`config.mk`:
```
export PLATFORM = sky130hd
export DESIGN_NAME = line_splitter
export DESIGN_NICKNAME = d
export VERILOG_FILES = /design/src/rtl/lsp_pkg.sv /design/src/rtl/lsp_frame.sv /design/src/rtl/line_splitter.sv
export SDC_FILE = /design/constraint.sdc
export NUM_CORES = 1
export LEC_CHECK = 0
export BUFFER_PORTS_ARGS = -buffer_cell sky130_fd_sc_hd__buf_4
export CAP_MARGIN = 20
export CORE_MARGIN = 8
export CORE_UTILIZATION = 54
export CTS_CLUSTER_DIAMETER = 120
export DETAILED_ROUTE_END_ITERATION = 16
export PLACE_DENSITY = 0.77
export REMOVE_ABC_BUFFERS = 1
export SYNTH_ARGS = -nofsm -noshare
export SYNTH_HDL_FRONTEND = slang
export SYNTH_SLANG_ARGS = --single-unit
export TNS_END_PERCENT = 20
```
`constraint.sdc`:
```
create_clock -name i_clk -period 7 [get_ports i_clk]
set_input_delay 0.7 -clock i_clk [delete_from_list [all_inputs] [get_ports i_clk]]
set_output_delay 0.7 -clock i_clk [all_outputs]
set_load 0.01 [all_outputs]
```
`src/rtl/lsp_pkg.sv`:
```
// ----------------------------------------------------------------------------
// lsp_pkg
// Shared types and constants of the line splitter: result fields, codes and
// register map.
// ----------------------------------------------------------------------------
`default_nettype none

package lsp_pkg;

    // Default width of the per-line byte counter
    localparam int COUNT_WIDTH_DEF = 16;

    // Result queue between the framing logic and the output port
    localparam int QUEUE_DEPTH = 4;
    localparam int QPTR_W      = $clog2(QUEUE_DEPTH);
    localparam int QCNT_W      = $clog2(QUEUE_DEPTH + 1);

    // Configuration port
    localparam int APB_AW = 4;
    localparam int APB_DW = 32;

    localparam logic [1:0] REG_MAX_LINE_BYTES = 2'd0;
    localparam logic [1:0] REG_TRUNCATE_MODE  = 2'd1;
    localparam logic [1:0] REG_NUL_ERROR_EN   = 2'd2;

    localparam logic [15:0] MAX_LINE_BYTES_RST = 16'd4096;
    localparam logic        TRUNCATE_MODE_RST  = 1'b0;
    localparam logic        NUL_ERROR_EN_RST   = 1'b1;

    // Input commands
    localparam logic CMD_DATA   = 1'b0;
    localparam logic CMD_FINISH = 1'b1;

    // Special bytes
    localparam logic [7:0] BYTE_NL  = 8'h0A;
    localparam logic [7:0] BYTE_CR  = 8'h0D;
    localparam logic [7:0] BYTE_NUL = 8'h00;

    typedef enum logic [1:0] {
        KIND_DATA     = 2'd0,
        KIND_LINE_END = 2'd1,
        KIND_ERROR    = 2'd2
    } t_kind;

    typedef enum logic [1:0] {
        ERR_FINISHED = 2'd0,
        ERR_NUL      = 2'd1,
        ERR_TOO_LONG = 2'd2
    } t_err;

    typedef struct packed {
        t_kind      kind;
        logic [7:0] out_byte;
        logic       truncated;
        t_err       error_code;
        logic       last;
    } t_result;

    // Results produced by one request: count (0..2) and the two slots
    typedef struct packed {
        logic [1:0] n;
        t_result    res0;
        t_result    res1;
    } t_push;

    typedef struct packed {
        logic [15:0] max_line_bytes;
        logic        truncate_mode;
        logic        nul_error_en;
    } t_cfg;

    function automatic t_result mk_result(t_kind kind, logic [7:0] b, logic trunc,
                                          t_err code, logic last);
        t_result r;
        r.kind       = kind;
        r.out_byte   = b;
        r.truncated  = trunc;
        r.error_code = code;
        r.last       = last;
        return r;
    endfunction

endpackage

`default_nettype wire

```
`src/rtl/lsp_frame.sv`:
```
// ----------------------------------------------------------------------------
// lsp_frame
// Line framing state and the single-pass decision for one request: which
// results it produces and how the line state moves on.
// ----------------------------------------------------------------------------
`default_nettype none

module lsp_frame
    import lsp_pkg::*;
#(
    parameter int COUNT_WIDTH = COUNT_WIDTH_DEF
) (
    input  wire logic       i_clk,
    input  wire logic       i_rst_n,
    input  wire logic       i_accept,
    input  wire logic       i_command,
    input  wire logic [7:0] i_data_byte,
    input  wire t_cfg       i_cfg,
    output t_push           o_push
);

    localparam int CMP_W = (COUNT_WIDTH > 16) ? COUNT_WIDTH : 16;

    logic [COUNT_WIDTH-1:0] r_count, n_count;
    logic                   r_cr, n_cr;
    logic                   r_trunc, n_trunc;
    logic                   r_fin, n_fin;
    logic                   room;
    t_push                  push;

    // Room left in the line; an all-ones count is a full line
    assign room = (CMP_W'(r_count) < CMP_W'(i_cfg.max_line_bytes))
               && (r_count != {COUNT_WIDTH{1'b1}});

    always_comb begin
        n_count = r_count;
        n_cr    = r_cr;
        n_trunc = r_trunc;
        n_fin   = r_fin;
        push.n    = 2'd0;
        push.res0 = mk_result(KIND_DATA, 8'd0, 1'b0, ERR_FINISHED, 1'b0);
        push.res1 = mk_result(KIND_DATA, 8'd0, 1'b0, ERR_FINISHED, 1'b0);

        if (i_command == CMD_FINISH) begin
            if (!r_fin) begin
                n_fin = 1'b1;
                // Flush a partial line, dropping a held carriage return
                if ((r_count != '0) || r_trunc) begin
                    push.n    = 2'd1;
                    push.res0 = mk_result(KIND_LINE_END, 8'd0, r_trunc, ERR_FINISHED, 1'b1);
                    n_count   = '0;
                    n_cr      = 1'b0;
                    n_trunc   = 1'b0;
                end
            end
        end else if (r_fin) begin
            push.n    = 2'd1;
            push.res0 = mk_result(KIND_ERROR, 8'd0, 1'b0, ERR_FINISHED, 1'b1);
        end else if ((i_data_byte == BYTE_NUL) && i_cfg.nul_error_en) begin
            push.n    = 2'd1;
            push.res0 = mk_result(KIND_ERROR, 8'd0, 1'b0, ERR_NUL, 1'b1);
        end else if (i_data_byte == BYTE_NL) begin
            push.n    = 2'd1;
            push.res0 = mk_result(KIND_LINE_END, 8'd0, r_trunc, ERR_FINISHED, 1'b1);
            n_count   = '0;
            n_cr      = 1'b0;
            n_trunc   = 1'b0;
        end else if (room) begin
            n_count = r_count + COUNT_WIDTH'(1);
            n_cr    = (i_data_byte == BYTE_CR);
            if (r_cr) begin
                // Release the held carriage return ahead of the new byte
                push.res0 = mk_result(KIND_DATA, BYTE_CR, 1'b0, ERR_FINISHED,
                                      i_data_byte == BYTE_CR);
                push.res1 = mk_result(KIND_DATA, i_data_byte, 1'b0, ERR_FINISHED, 1'b1);
                push.n    = (i_data_byte == BYTE_CR) ? 2'd1 : 2'd2;
            end else if (i_data_byte != BYTE_CR) begin
                push.n    = 2'd1;
                push.res0 = mk_result(KIND_DATA, i_data_byte, 1'b0, ERR_FINISHED, 1'b1);
            end
        end else if (!i_cfg.truncate_mode) begin
            push.n    = 2'd1;
            push.res0 = mk_result(KIND_ERROR, 8'd0, 1'b0, ERR_TOO_LONG, 1'b1);
        end else begin
            n_trunc = 1'b1;
        end
    end

    always_ff @(posedge i_clk) begin
        if (!i_rst_n) begin
            r_count <= '0;
            r_cr    <= 1'b0;
            r_trunc <= 1'b0;
            r_fin   <= 1'b0;
        end else if (i_accept) begin
            r_count <= n_count;
            r_cr    <= n_cr;
            r_trunc <= n_trunc;
            r_fin   <= n_fin;
        end
    end

    assign o_push = push;

    a_cr_needs_count: assert property (@(posedge i_clk) disable iff (!i_rst_n)
        r_cr |-> (r_count != '0))
        else $error("held carriage return with an empty line");

    a_fin_sticks: assert property (@(posedge i_clk) disable iff (!i_rst_n)
        r_fin |=> r_fin)
        else $error("finished flag cleared without reset");

    a_pair_leads_cr: assert property (@(posedge i_clk) disable iff (!i_rst_n)
        (push.n == 2'd2) |-> ((push.res0.kind == KIND_DATA)
                              && (push.res0.out_byte == BYTE_CR) && !push.res0.last))
        else $error("two results without a released carriage return first");

endmodule

`default_nettype wire

```
`src/rtl/line_splitter.sv`:
```
// ----------------------------------------------------------------------------
// line_splitter
// Splits a byte stream into newline-terminated lines.
//
// Input channel (i_valid / o_stall): one request per cycle, either a data
// byte or a finish command. Output channel (o_valid / i_stall): result items
// (line data byte, line end marker with truncation flag, or error); o_last
// marks the last result of a request. A request gives zero, one or two results.
// Each result is written into the result queue when its request is accepted.
// Throughput: one request per cycle while the receiver keeps up; a request
// that gives two results (held carriage return released) fills the 4-entry
// result queue one slot faster, and o_stall rises while fewer than two slots
// are free. When the receiver stalls, the queue holds its results and the head
// stays on the output unchanged. Reset empties the queue, clears the line state
// and loads the register defaults (4096 bytes per line, error on overlong lines,
// NUL rejected). The user must write registers over the APB port only while
// idle; the block itself does not enforce this.
// ----------------------------------------------------------------------------
`default_nettype none

module line_splitter
    import lsp_pkg::*;
#(
    parameter int COUNT_WIDTH = COUNT_WIDTH_DEF
) (
    input  wire logic              i_clk,
    input  wire logic              i_rst_n,
    // input channel
    input  wire logic              i_valid,
    output logic                   o_stall,
    input  wire logic              i_command,
    input  wire logic [7:0]        i_data_byte,
    // output channel
    output logic                   o_valid,
    input  wire logic              i_stall,
    output logic [1:0]             o_kind,
    output logic [7:0]             o_out_byte,
    output logic                   o_truncated,
    output logic [1:0]             o_error_code,
    output logic                   o_last,
    // configuration port
    input  wire logic              psel,
    input  wire logic              penable,
    input  wire logic              pwrite,
    input  wire logic [APB_AW-1:0] paddr,
    input  wire logic [APB_DW-1:0] pwdata,
    output logic [APB_DW-1:0]      prdata,
    output logic                   pready
);

    t_cfg              r_cfg;
    t_push             push;
    logic              accept;
    logic              pop;
    logic              cfg_wr;
    logic [1:0]        reg_idx;

    t_result           r_queue [QUEUE_DEPTH];
    logic [QPTR_W-1:0] r_wr_ptr, r_rd_ptr;
    logic [QCNT_W-1:0] r_count, n_count;
    logic [1:0]        push_n;
    t_result           head;

    // ---------------- configuration ----------------
    assign pready  = 1'b1;
    assign reg_idx = paddr[3:2];
    assign cfg_wr  = psel && penable && pwrite && pready;

    always_ff @(posedge i_clk) begin
        if (!i_rst_n) begin
            r_cfg.max_line_bytes <= MAX_LINE_BYTES_RST;
            r_cfg.truncate_mode  <= TRUNCATE_MODE_RST;
            r_cfg.nul_error_en   <= NUL_ERROR_EN_RST;
        end else if (cfg_wr) begin
            case (reg_idx)
                REG_MAX_LINE_BYTES: r_cfg.max_line_bytes <= pwdata[15:0];
                REG_TRUNCATE_MODE:  r_cfg.truncate_mode  <= pwdata[0];
                REG_NUL_ERROR_EN:   r_cfg.nul_error_en   <= pwdata[0];
                default: ;
            endcase
        end
    end

    always_comb begin
        case (reg_idx)
            REG_MAX_LINE_BYTES: prdata = APB_DW'(r_cfg.max_line_bytes);
            REG_TRUNCATE_MODE:  prdata = APB_DW'(r_cfg.truncate_mode);
            REG_NUL_ERROR_EN:   prdata = APB_DW'(r_cfg.nul_error_en);
            default:            prdata = '0;
        endcase
    end

    // ---------------- framing ----------------
    assign o_stall = (r_count > QCNT_W'(QUEUE_DEPTH - 2));
    assign accept  = i_valid && !o_stall;

    lsp_frame #(
        .COUNT_WIDTH (COUNT_WIDTH)
    ) u_frame (
        .i_clk       (i_clk),
        .i_rst_n     (i_rst_n),
        .i_accept    (accept),
        .i_command   (i_command),
        .i_data_byte (i_data_byte),
        .i_cfg       (r_cfg),
        .o_push      (push)
    );

    // ---------------- result queue ----------------
    assign push_n  = accept ? push.n : 2'd0;
    assign pop     = o_valid && !i_stall;
    assign n_count = r_count + QCNT_W'(push_n) - QCNT_W'(pop);

    always_ff @(posedge i_clk) begin
        if (!i_rst_n) begin
            r_wr_ptr <= '0;
            r_rd_ptr <= '0;
            r_count  <= '0;
        end else begin
            r_wr_ptr <= r_wr_ptr + QPTR_W'(push_n);
            r_rd_ptr <= r_rd_ptr + QPTR_W'(pop);
            r_count  <= n_count;
        end
    end

    always_ff @(posedge i_clk) begin
        if (push_n != 2'd0) begin
            r_queue[r_wr_ptr] <= push.res0;
        end
        if (push_n == 2'd2) begin
            r_queue[r_wr_ptr + QPTR_W'(1)] <= push.res1;
        end
    end

    assign head         = r_queue[r_rd_ptr];
    assign o_valid      = (r_count != '0);
    assign o_kind       = head.kind;
    assign o_out_byte   = head.out_byte;
    assign o_truncated  = head.truncated;
    assign o_error_code = head.error_code;
    assign o_last       = head.last;

    a_queue_bound: assert property (@(posedge i_clk) disable iff (!i_rst_n)
        r_count <= QCNT_W'(QUEUE_DEPTH))
        else $error("result queue overflow");

    a_error_single: assert property (@(posedge i_clk) disable iff (!i_rst_n)
        (o_valid && (o_kind == KIND_ERROR)) |-> o_last)
        else $error("error result not last of its request");

    a_line_end_single: assert property (@(posedge i_clk) disable iff (!i_rst_n)
        (o_valid && (o_kind == KIND_LINE_END)) |-> (o_last && (o_out_byte == 8'd0)))
        else $error("line end result malformed");

endmodule

`default_nettype wire

```
==> qor.csv, run 1 <==
metric;value;unit
number of maximum-capacitance constraint violations;0;
Max H-tree Level;3;
Inserted Clock Buffers;9;
routed vias/inst;6.164;
post-synthesis cell type with the largest combined area;dfxtp_1;
final standard cell area without fillers;6525;sq um
port bufs;65;
CP Data Required Time;7000;ps
Total Routing Usage GR;19.97;%
beginning of the worst hold path;r_cfg[5]$_SDFFE_PN0P_;
R2R Setup Slk;2910;ps
critical path arrival;5220;ps
total of endpoints with negative setup slack in the final report;0;
warning count from the yosys run;0;
switching power;0.4303;mW
via count of the first global-routing pass;4858;
total detailed-routing wirelength;14.12;mm
first-pass iteration count of the detailed router;5;
Total Die Area;14360;sq um
core box area;10700;sq um
synth unique cells;67;
number of hold violations in the final report;0;
number of cells traversed by the worst register-to-register path;5;
unrepaired setup endpoints after global routing;false;
cell types with the largest area share after synthesis;dfxtp_1 (22%), edfxtp_1 (19%), mux4_2 (5.4%);
Post-synth ARST share;0;%
Clock Skews;16.57;ps
post-synthesis average cell area;9.721;sq um
launch instance of the worst register-to-register path;u_frame.r_count[1]$_SDFFE_PN0P_;
clock sink count;100;
clk buf depth;2;
Clk Latency, worst-skew pair;370;ps
largest net degree at the start of global routing;32;
Crit. End Element;flip-flop;
total grt overflow;0;
total of cells resized after clock tree synthesis;0;
final max-slew violation count;0;
initial antenna violation count;0;
leakage power;2.320;nW
top-area cell type share of the netlist area;22.00;%
floorplan die width;119.8;um
Internal Power;0.9966;mW
register share of total power;47.8;%
worst-margin pin slew;1036;ps
layout cells sized above 1;18.39;%
starting utilization of the core area;54.43;%
cell area power density;218.7;nW/um^2
shortest period the worst path allows;5224;ps
switching portion of total power;30.15;%
Post-synth EDFFs;36;
end point of the most critical hold path;r_cfg[5]$_SDFFE_PN0P_;
antenna diode instance count;0;
Post CTS Setup Buffer Count;0;
Yosys reg bits;100;
global placement routability congestion;0.8904;
most frequently used cell type in the post-synthesis netlist;dfxtp_1;
final setup slack of the worst path;1776;ps
Synth-to-Final Area Change;12.05;%
Post-Synthesis Cell Area;5823;sq um
DRT antenna net count;0;
Most used DFF post-synth;dfxtp_1;
Worst Hold Depth;2;
worst max-slew margin expressed relative to the limit;30.82;%
Hold/Removal Path Class;reg -> reg;
Residual DRC;0;
floorplan die height;119.8;um
IO Count;101;
wire length of the first global-routing pass;23.64;mm
Mapped Cells;599;
total negative slack;0;ps
DRC marker count from the first detailed-route iteration;275;
highest achievable clock rate;0.1914;GHz
Clk network pwr share;29.3;%
via total after detailed routing;4851;
layout net count;718;
clock-pin transition on the worst setup and hold timing paths;100;ps
reg-to-reg endpoint;r_queue[0][6]$_DFFE_PP_;
category of the critical setup timing path;in -> reg;
Crit Path Max Fanout;24;
CTS hold repair buffers;0;
outcome;finished, final reports clean;
crit path launch type;input pin;
CP Launch Point;i_data_byte[5];
cell chosen for the clock root;clkbuf_8;
worst setup slack after placement;1359;ps
final cycle utilization of the critical path;74.63;%
sequential fraction of the synthesis area;40.57;%
clock tree from TritonCTS;done;
worst vdd rail ir drop;0.0001088;V
most frequent cells after synthesis;dfxtp_1 (64), nand2_1 (62), edfxtp_1 (36), o21ai_0 (36), inv_1 (34);
total placed instance area;6304;sq um
row count;38;
combinational power share;23.0;%
hpwl dp;10.39;mm
detail-routed net length per standard cell;17.94;um
[layout make-up]
cell class,count,area (sq um)
clock inverter,7,97.59
timing repair buffer,69,518.0
tap,140,175.2
inverter,34,127.6
fill,895,4173
sequential,100,2362
clock buffer,9,123.9
multi-input combinational,428,3120
[worst max path at each step]
stage                               end  slack (ps)  cells after the start
2_1_floorplan   r_queue[0][0]$_DFFE_PP_        2530                      9
3_3_place_gp   r_queue[1][10]$_DFFE_PP_        1660                     10
3_5_place_dp    r_queue[0][9]$_DFFE_PP_        1360                     10
4_1_cts         r_queue[0][6]$_DFFE_PP_        1740                     10
5_1_grt         r_queue[0][6]$_DFFE_PP_        1390                     10
6_report        r_queue[0][6]$_DFFE_PP_        1780                     10
[state kept, by name, summed over array words and instances, names as in the netlist]
signal	flops
r_wr_ptr	2
r_count	3
r_cfg	18
r_rd_ptr	2
u_frame.r_cr	1
u_frame.r_trunc	1
u_frame.r_fin	1
u_frame.r_count	16
r_queue	56
[layout by cell type (no fill, tap or decap), types with 9 or more instances in the layout]
| cell | Yosys | routed |
|---|---|---|
| buf_4 | 18 | 69 |
| or4_1 | 16 | 16 |
| nand3_1 | 18 | 18 |
| mux2i_1 | 23 | 23 |
| nor3_1 | 26 | 26 |
| dfxtp_1 | 64 | 64 |
| o31ai_1 | 12 | 12 |
| nor2_1 | 12 | 12 |
| clkbuf_8 | 0 | 9 |
| nand4_1 | 10 | 10 |
| a21oi_1 | 27 | 27 |
| nand2_1 | 62 | 62 |
| o21ai_0 | 36 | 36 |
| a21boi_0 | 19 | 19 |
| and2_1 | 13 | 13 |
| inv_1 | 34 | 34 |
| conb_1 | 2 | 17 |
| or3_1 | 11 | 11 |
| edfxtp_1 | 36 | 36 |
| mux4_2 | 14 | 14 |
| ha_1 | 23 | 23 |
[critical path, stage by stage]
cell      delay [ps]
buf_4            120
or4_1            720
nor4_1           770
inv_1            110
ha_1             300
nor2_1           200
a31oi_1          220
a22oi_1          310
nand4_1          670
o21bai_1        1080
[metal layers]
metal	vias to the layer above	global-route usage [%]	part of all wire, %
met1	2340	23.18	41
met5	-	0	0
li1	2293	-	-
met3	31	4.180	6.2
met4	0	9.524	2.2
met2	187	34.54	51
[through the flow]
stage | instances | utilization, % | total power [mW] | hold slack (ps)
finish | 787 | 60.99 | 1.427 | 468.4
global route | 787 | 60.99 | 1.493 | 493.7
CTS | 787 | 60.99 | 1.438 | 472.9
detailed placement | 771 | 58.92 | 1.026 | 457.1
global placement | 770 | 58.85 | 1.012 | 453.1
floorplan | 562 | - | 0.8937 | 443.4
[power groups by stage]
stage | Sequential [mW] | Combinational, mW | Clock, mW
finish | 0.682 | 0.328 | 0.417
detailed placement | 0.696 | 0.330 | 0
floorplan | 0.680 | 0.214 | 0
global placement | 0.693 | 0.319 | 0
CTS | 0.683 | 0.331 | 0.423
global route | 0.689 | 0.361 | 0.444
[kinds of logic (layout without fill, tap and decap cells)]
group	after synthesis	in the layout	synth area share (%)
muxes	37	37	9.368
DFF	100	100	40.57
buffers and inverters	86	119	6.811
adders and majority gates	24	24	5.286
other	2	17	0.1290
AOI/OAI and AO/OA	141	141	17.15
and+or+nand+nor	204	204	19.94
xor gates and xnor gates	5	5	0.7522
No activity file was read; power rests on OpenSTA's default activity.
==> inputs of run 2 (changes only) <==
ABC_AREA = 1   (was unset)
PLACE_DENSITY = 0.78   (was 0.77)
clock period = 5.4 ns   (was 7 ns; I/O delays follow)
==> qor.csv, run 2 <==
metric;value;unit
met1 capacity usage during global routing;24.79;%
fraction of met2 tracks used by global routing;32.61;%
unrepaired setup endpoints after global routing;false;
Residual DRC;0;
layout net count;865;
Clock Skews;8.239;ps
final max-slew violation count;0;
Total Routing Usage GR;19.56;%
Levels on crit path;19;
global routing met3 resource utilization;3.237;%
Inserted Clock Buffers;9;
worst-margin pin slew;824.3;ps
via count of the first global-routing pass;4983;
row count;37;
most frequent CP cell;inv_1;
total chip power;2.047;mW
global placement routability congestion;0.8845;
Total Die Area;14030;sq um
R2R Setup Slk;2380;ps
CTS hold repair buffers;0;
highest achievable clock rate;0.2788;GHz
number of cells traversed by the worst register-to-register path;19;
register bank with the most flops;r_queue;
number of hold violations in the final report;0;
leakage power;2.750;nW
Max H-tree Level;3;
CP Data Required Time;5650;ps
antenna diode instance count;0;
routed vias/inst;5.548;
first-pass iteration count of the detailed router;5;
global route hottest layer;met2;
endpoint of the worst setup timing path;r_count[2]$_SDFF_PN0_;
detail-routed net length per standard cell;15.00;um
post-synthesis average cell area;7.682;sq um
top library cells by usage in the layout, fill and taps aside;nand2_1 (111), nor2_1 (87), nand3_1 (84);
critical path arrival;3840;ps
CP Launch Point;i_data_byte[6];
Hold/Removal Path Class;in -> reg;
outcome;finished, final reports clean;
sequential fraction of the synthesis area;41.67;%
Post-synth ARST share;0;%
DRT antenna net count;0;
clock sink count;100;
worst max-slew margin expressed relative to the limit;44.54;%
reg-to-reg endpoint;r_count[2]$_SDFF_PN0_;
total of cells resized after clock tree synthesis;0;
number of maximum-capacitance constraint violations;0;
floorplan die height;118.5;um
wire length of the first global-routing pass;23.29;mm
cell area power density;322.9;nW/um^2
largest delay contributor family on the critical path;simple AND/OR/NAND/NOR gates;
total negative slack;0;ps
DRC marker count from the first detailed-route iteration;479;
top-area cell type share of the netlist area;22.60;%
cell types with the largest area share after synthesis;dfxtp_1 (23%), edfxtp_1 (19%), nand3_1 (7.4%);
Crit Path Max Fanout;6;
via total after detailed routing;5160;
warning count from the yosys run;0;
Post-Synthesis Cell Area;5669;sq um
total placed instance area;6133;sq um
IO Count;101;
final standard cell area without fillers;6339;sq um
multi-input combinational cell area;2805;sq um
shortest period the worst path allows;3587;ps
slowest cell delay on critical path;630;ps
fillers;938;
most frequently used cell type in the post-synthesis netlist;nand2_1;
hpwl dp;10.41;mm
clk buf depth;2;
cell chosen for the clock root;clkbuf_8;
total area of sequential cells;2362;sq um
Crit. End Element;flip-flop;
library cell contributing the largest single delay on the critical path;nor4_1;
biggest registers after layout;r_queue x56, r_cfg x18, u_frame.r_count x16;
worst hold margin;402.7;ps
Clk Latency, worst-skew pair;360;ps
most common library cell in the layout ignoring fill and taps;nand2_1;
crit path launch type;input pin;
worst setup slack after placement;1494;ps
clock tree from TritonCTS;done;
core box area;10280;sq um
Most used DFF post-synth;dfxtp_1;
post-synthesis cell type with the largest combined area;dfxtp_1;
final setup slack of the worst path;1813;ps
category of the critical setup timing path;in -> reg;
crit path buf inv count;5;
Post CTS Setup Buffer Count;0;
total detailed-routing wirelength;13.95;mm
flip-flop count of the largest register, all copies and words added;56;
layout cells sized above 1;14.61;%
largest net degree at the start of global routing;53;
total of endpoints with negative setup slack in the final report;0;
Post-synth EDFFs;36;
port bufs;65;
critical path cell sequence;buf_4, inv_1, nand4_1, nor2_1, inv_1, nor4_1, inv_1, ha_1, nand3_1, nand3_2, nand2_2, nand2_4, nand2_4, ha_1, inv_1, ha_1, fa_1, o21ai_0, a21oi_1;
floorplan die width;118.5;um
initial antenna violation count;0;
synth unique cells;41;
launch instance of the worst register-to-register path;u_frame.r_count[11]$_SDFFE_PN0P_;
clock-pin transition on the worst setup and hold timing paths;100;ps
starting utilization of the core area;55.16;%
most frequent cells after synthesis;nand2_1 (111), nor2_1 (87), nand3_1 (84), o21ai_0 (83), inv_1 (68);
Mapped Cells;738;
Synth-to-Final Area Change;11.81;%
total grt overflow;0;
final cycle utilization of the critical path;66.43;%
worst vdd rail ir drop;0.0002188;V
Yosys reg bits;100;
## run 2: tightest hold or removal path, delay by kind of cell
family,cells,cell delay [ps]
buffers and inverters,1,80
AOI/OAI and AO/OA,1,70
and+or+nand+nor,1,40
## run 2: how the worst min path moves through the flow
stage               cells after the start                           to  slack (ps)                   startpoint
finish                                  3       r_cfg[14]$_SDFFE_PN1P_         400                   pwdata[12]
global route                            3       r_cfg[14]$_SDFFE_PN1P_         400                   pwdata[12]
CTS                                     3       r_cfg[14]$_SDFFE_PN1P_         400                   pwdata[12]
detailed placement                      2  r_queue[1][12]$_SDFFE_PP0P_         460  r_queue[1][12]$_SDFFE_PP0P_
global placement                        2  r_queue[1][12]$_SDFFE_PP0P_         450  r_queue[1][12]$_SDFFE_PP0P_
floorplan                               2  r_queue[1][12]$_SDFFE_PP0P_         440  r_queue[1][12]$_SDFFE_PP0P_
## run 2: cells by family (layout without fill, tap and decap cells)
kind of cell | Yosys count | after routing | share of synthesized area [%]
simple gates | 341 | 341 | 27.92
compound gates | 141 | 141 | 13.31
buf+inv | 119 | 160 | 9.843
flops | 100 | 100 | 41.67
fa+ha+maj | 24 | 24 | 5.429
xor+xnor | 11 | 11 | 1.700
other cells | 2 | 17 | 0.1325
## run 2: cell type report
type	instances	area share (%)
Timing Repair Buffer	68	8.054
Inverter	76	4.501
Sequential cell	100	37.27
Multi-Input combinational cell	534	44.26
Clock buffer	12	2.783
Clock inverter	4	0.4540
Tap cell	136	2.685
## run 2: where the power goes
part / internal (mW) / switching (mW)
Combinational: 0.247 / 0.433
Sequential: 0.845 / 0.0391
Clock: 0.222 / 0.260
## run 2: layer usage
layer / vias to the layer above / share of wire, %
li1: 2558 / -
met1: 2380 / 44
met2: 194 / 48
met3: 28 / 5.7
met4: 0 / 2.0
met5: - / 0
## run 2: through the flow
step / instances / utilization [%]
after global routing: 930 / 61.68
after CTS: 930 / 61.68
after floorplan: 710 / -
after detailed placement: 914 / 59.68
final: 930 / 61.68
after global placement: 914 / 59.68
==> inputs of run 3 (changes only) <==
CORE_UTILIZATION = 51   (was 54)
PLACE_DENSITY = 0.77   (was 0.78)
clock period = 2.9 ns   (was 5.4 ns; I/O delays follow)
==> qor.csv, run 3 (same netlist as run 2, synthesis figures left out) <==
metric;value;unit
crit path launch type;flip-flop;
multi-input combinational cell area;2869;sq um
final standard cell area without fillers;6715;sq um
switching portion of total power;35.42;%
Residual DRC;0;
global route hottest layer;met2;
total placed instance area;6436;sq um
total detailed-routing wirelength;14.61;mm
initial antenna violation count;0;
antenna diode instance count;0;
worst max-slew margin expressed relative to the limit;51.84;%
via count of the first global-routing pass;5122;
port bufs;65;
reg-to-reg endpoint;r_count[1]$_SDFF_PN0_;
hpwl dp;10.93;mm
clock tree from TritonCTS;done;
routed vias/inst;5.515;
fraction of met2 tracks used by global routing;34.01;%
worst setup slack after placement;-136.2;ps
Inserted Clock Buffers;9;
Crit Path Max Fanout;3;
clock-pin transition on the worst setup and hold timing paths;90;ps
category of the critical setup timing path;reg -> reg;
Worst Hold Depth;3;
biggest registers after layout;r_queue x56, r_cfg x18, u_frame.r_count x16;
floorplan die height;121.4;um
fillers;946;
Hold/Removal Path Class;in -> reg;
row count;38;
critical path arrival;3090;ps
register share of total power;41.9;%
total grt overflow;0;
Total Die Area;14750;sq um
shortest period the worst path allows;2763;ps
cell chosen for the clock root;clkbuf_8;
combinational power share;35.4;%
global routing met3 resource utilization;3.118;%
met1 capacity usage during global routing;23.81;%
cell area power density;579.8;nW/um^2
leakage power;2.955;nW
Clk network pwr share;22.7;%
highest achievable clock rate;0.3620;GHz
IO Count;101;
CTS hold repair buffers;0;
worst vdd rail ir drop;0.0003531;V
switching power;1.379;mW
number of hold violations in the final report;0;
outcome;finished, final reports clean;
layout cells sized above 1;19.66;%
final setup slack of the worst path;137.5;ps
end point of the most critical hold path;r_cfg[14]$_SDFFE_PN1P_;
number of maximum-capacitance constraint violations;0;
total chip power;3.893;mW
detail-routed net length per standard cell;15.07;um
flip-flop count of the largest register, all copies and words added;56;
Internal Power;2.514;mW
CP Data Required Time;3220;ps
most common library cell in the layout ignoring fill and taps;nand2_1;
Total Routing Usage GR;19.98;%
worst-margin pin slew;721.6;ps
first-pass iteration count of the detailed router;5;
register bank with the most flops;r_queue;
R2R Setup Slk;140;ps
Synth-to-Final Area Change;18.45;%
Clock Skews;8.187;ps
Crit. End Element;flip-flop;
DRT antenna net count;0;
clk buf depth;2;
final cell utilization of the core;61.95;%
top library cells by usage in the layout, fill and taps aside;nand2_1 (109), buf_4 (99), nor2_1 (87);
number of cells traversed by the worst register-to-register path;18;
DRC marker count from the first detailed-route iteration;355;
layout net count;900;
launch instance of the worst register-to-register path;r_cfg[15]$_SDFFE_PN0P_;
largest net degree at the start of global routing;30;
beginning of the worst hold path;pwdata[12];
final max-slew violation count;0;
clock sink count;100;
worst hold margin;148.6;ps
global placement routability congestion;0.9392;
core box area;10840;sq um
total area of sequential cells;2365;sq um
Clk Latency, worst-skew pair;370;ps
starting utilization of the core area;52.30;%
CP Launch Point;r_cfg[15]$_SDFFE_PN0P_;
wire length of the first global-routing pass;24.02;mm
Max H-tree Level;3;
via total after detailed routing;5344;
total of endpoints with negative setup slack in the final report;0;
final cycle utilization of the critical path;95.26;%
floorplan die width;121.4;um
-- run 3: cell count changes in the layout (fill, tap and decap cells not counted), sizes merged --
cell	change
clkinvlp	-1
clkbuf	+1
clkinv	+1
inv	-1
buf	+35
-- run 3: how the worst max path moves through the flow --
stage | slack, ps | depth (start not counted) | to
global route | -10 | 18 | r_count[1]$_SDFF_PN0_
global placement | -60 | 19 | r_count[2]$_SDFF_PN0_
detailed placement | -140 | 19 | r_count[2]$_SDFF_PN0_
CTS | 40 | 20 | r_count[2]$_SDFF_PN0_
finish | 140 | 18 | r_count[1]$_SDFF_PN0_
floorplan | -130 | 18 | r_count[2]$_SDFF_PN0_
-- run 3: per-layer routing --
| metal | vias up | routed length, um |
|---|---|---|
| li1 | 2626 | - |
| met5 | - | 0 |
| met4 | 0 | 422 |
| met3 | 36 | 963 |
| met2 | 214 | 7136 |
| met1 | 2468 | 6084 |
-- run 3: stage by stage --
stage | setup TNS (ps) | cells
2_1_floorplan | -189.6 | 710
3_3_place_gp | -61.34 | 951
3_5_place_dp | -201.7 | 951
4_1_cts | 0 | 967
5_1_grt | -14.22 | 969
6_report | 0 | 969
-- run 3: layout make-up --
cell class,instances,area share (%)
clock buffers,13,2.683
clock inverters,3,0.2609
inverters,76,4.248
multi-input cells,534,42.72
flip-flops and latches,100,35.22
well taps,140,2.609
repair buffers,103,12.26
-- run 3: power by group through the flow --
stage                     combinational [mW]  clock [mW]  sequential [mW]
after detailed placement                1.36           0             1.66
after CTS                               1.37       0.889             1.63
after floorplan                        0.746           0             1.68
after global routing                    1.53       0.948             1.65
final                                   1.38       0.882             1.63
after global placement                  1.32           0             1.66
-- run 3: worst max-delay path: stages, from the launching register on --
cell and delay, ps:
dfxtp_1 310, inv_1 150, ha_4 240, a21oi_2 120, nor2_1 50, nor2_1 110, nand3_2 110, nor2_4 160
nand3_2 90, nand3_2 80, nand2_2 60, nand2_4 70, nand2_4 50, ha_1 270, inv_1 40, ha_1 190
fa_2 520, nand2_1 50, inv_1 60
-- run 3: repair_timing --
item | in CTS | in global routing
buffers inserted | 0 | 2
gates resized for setup | 0 | 15
endpoints found under the setup margin | 0 | 6
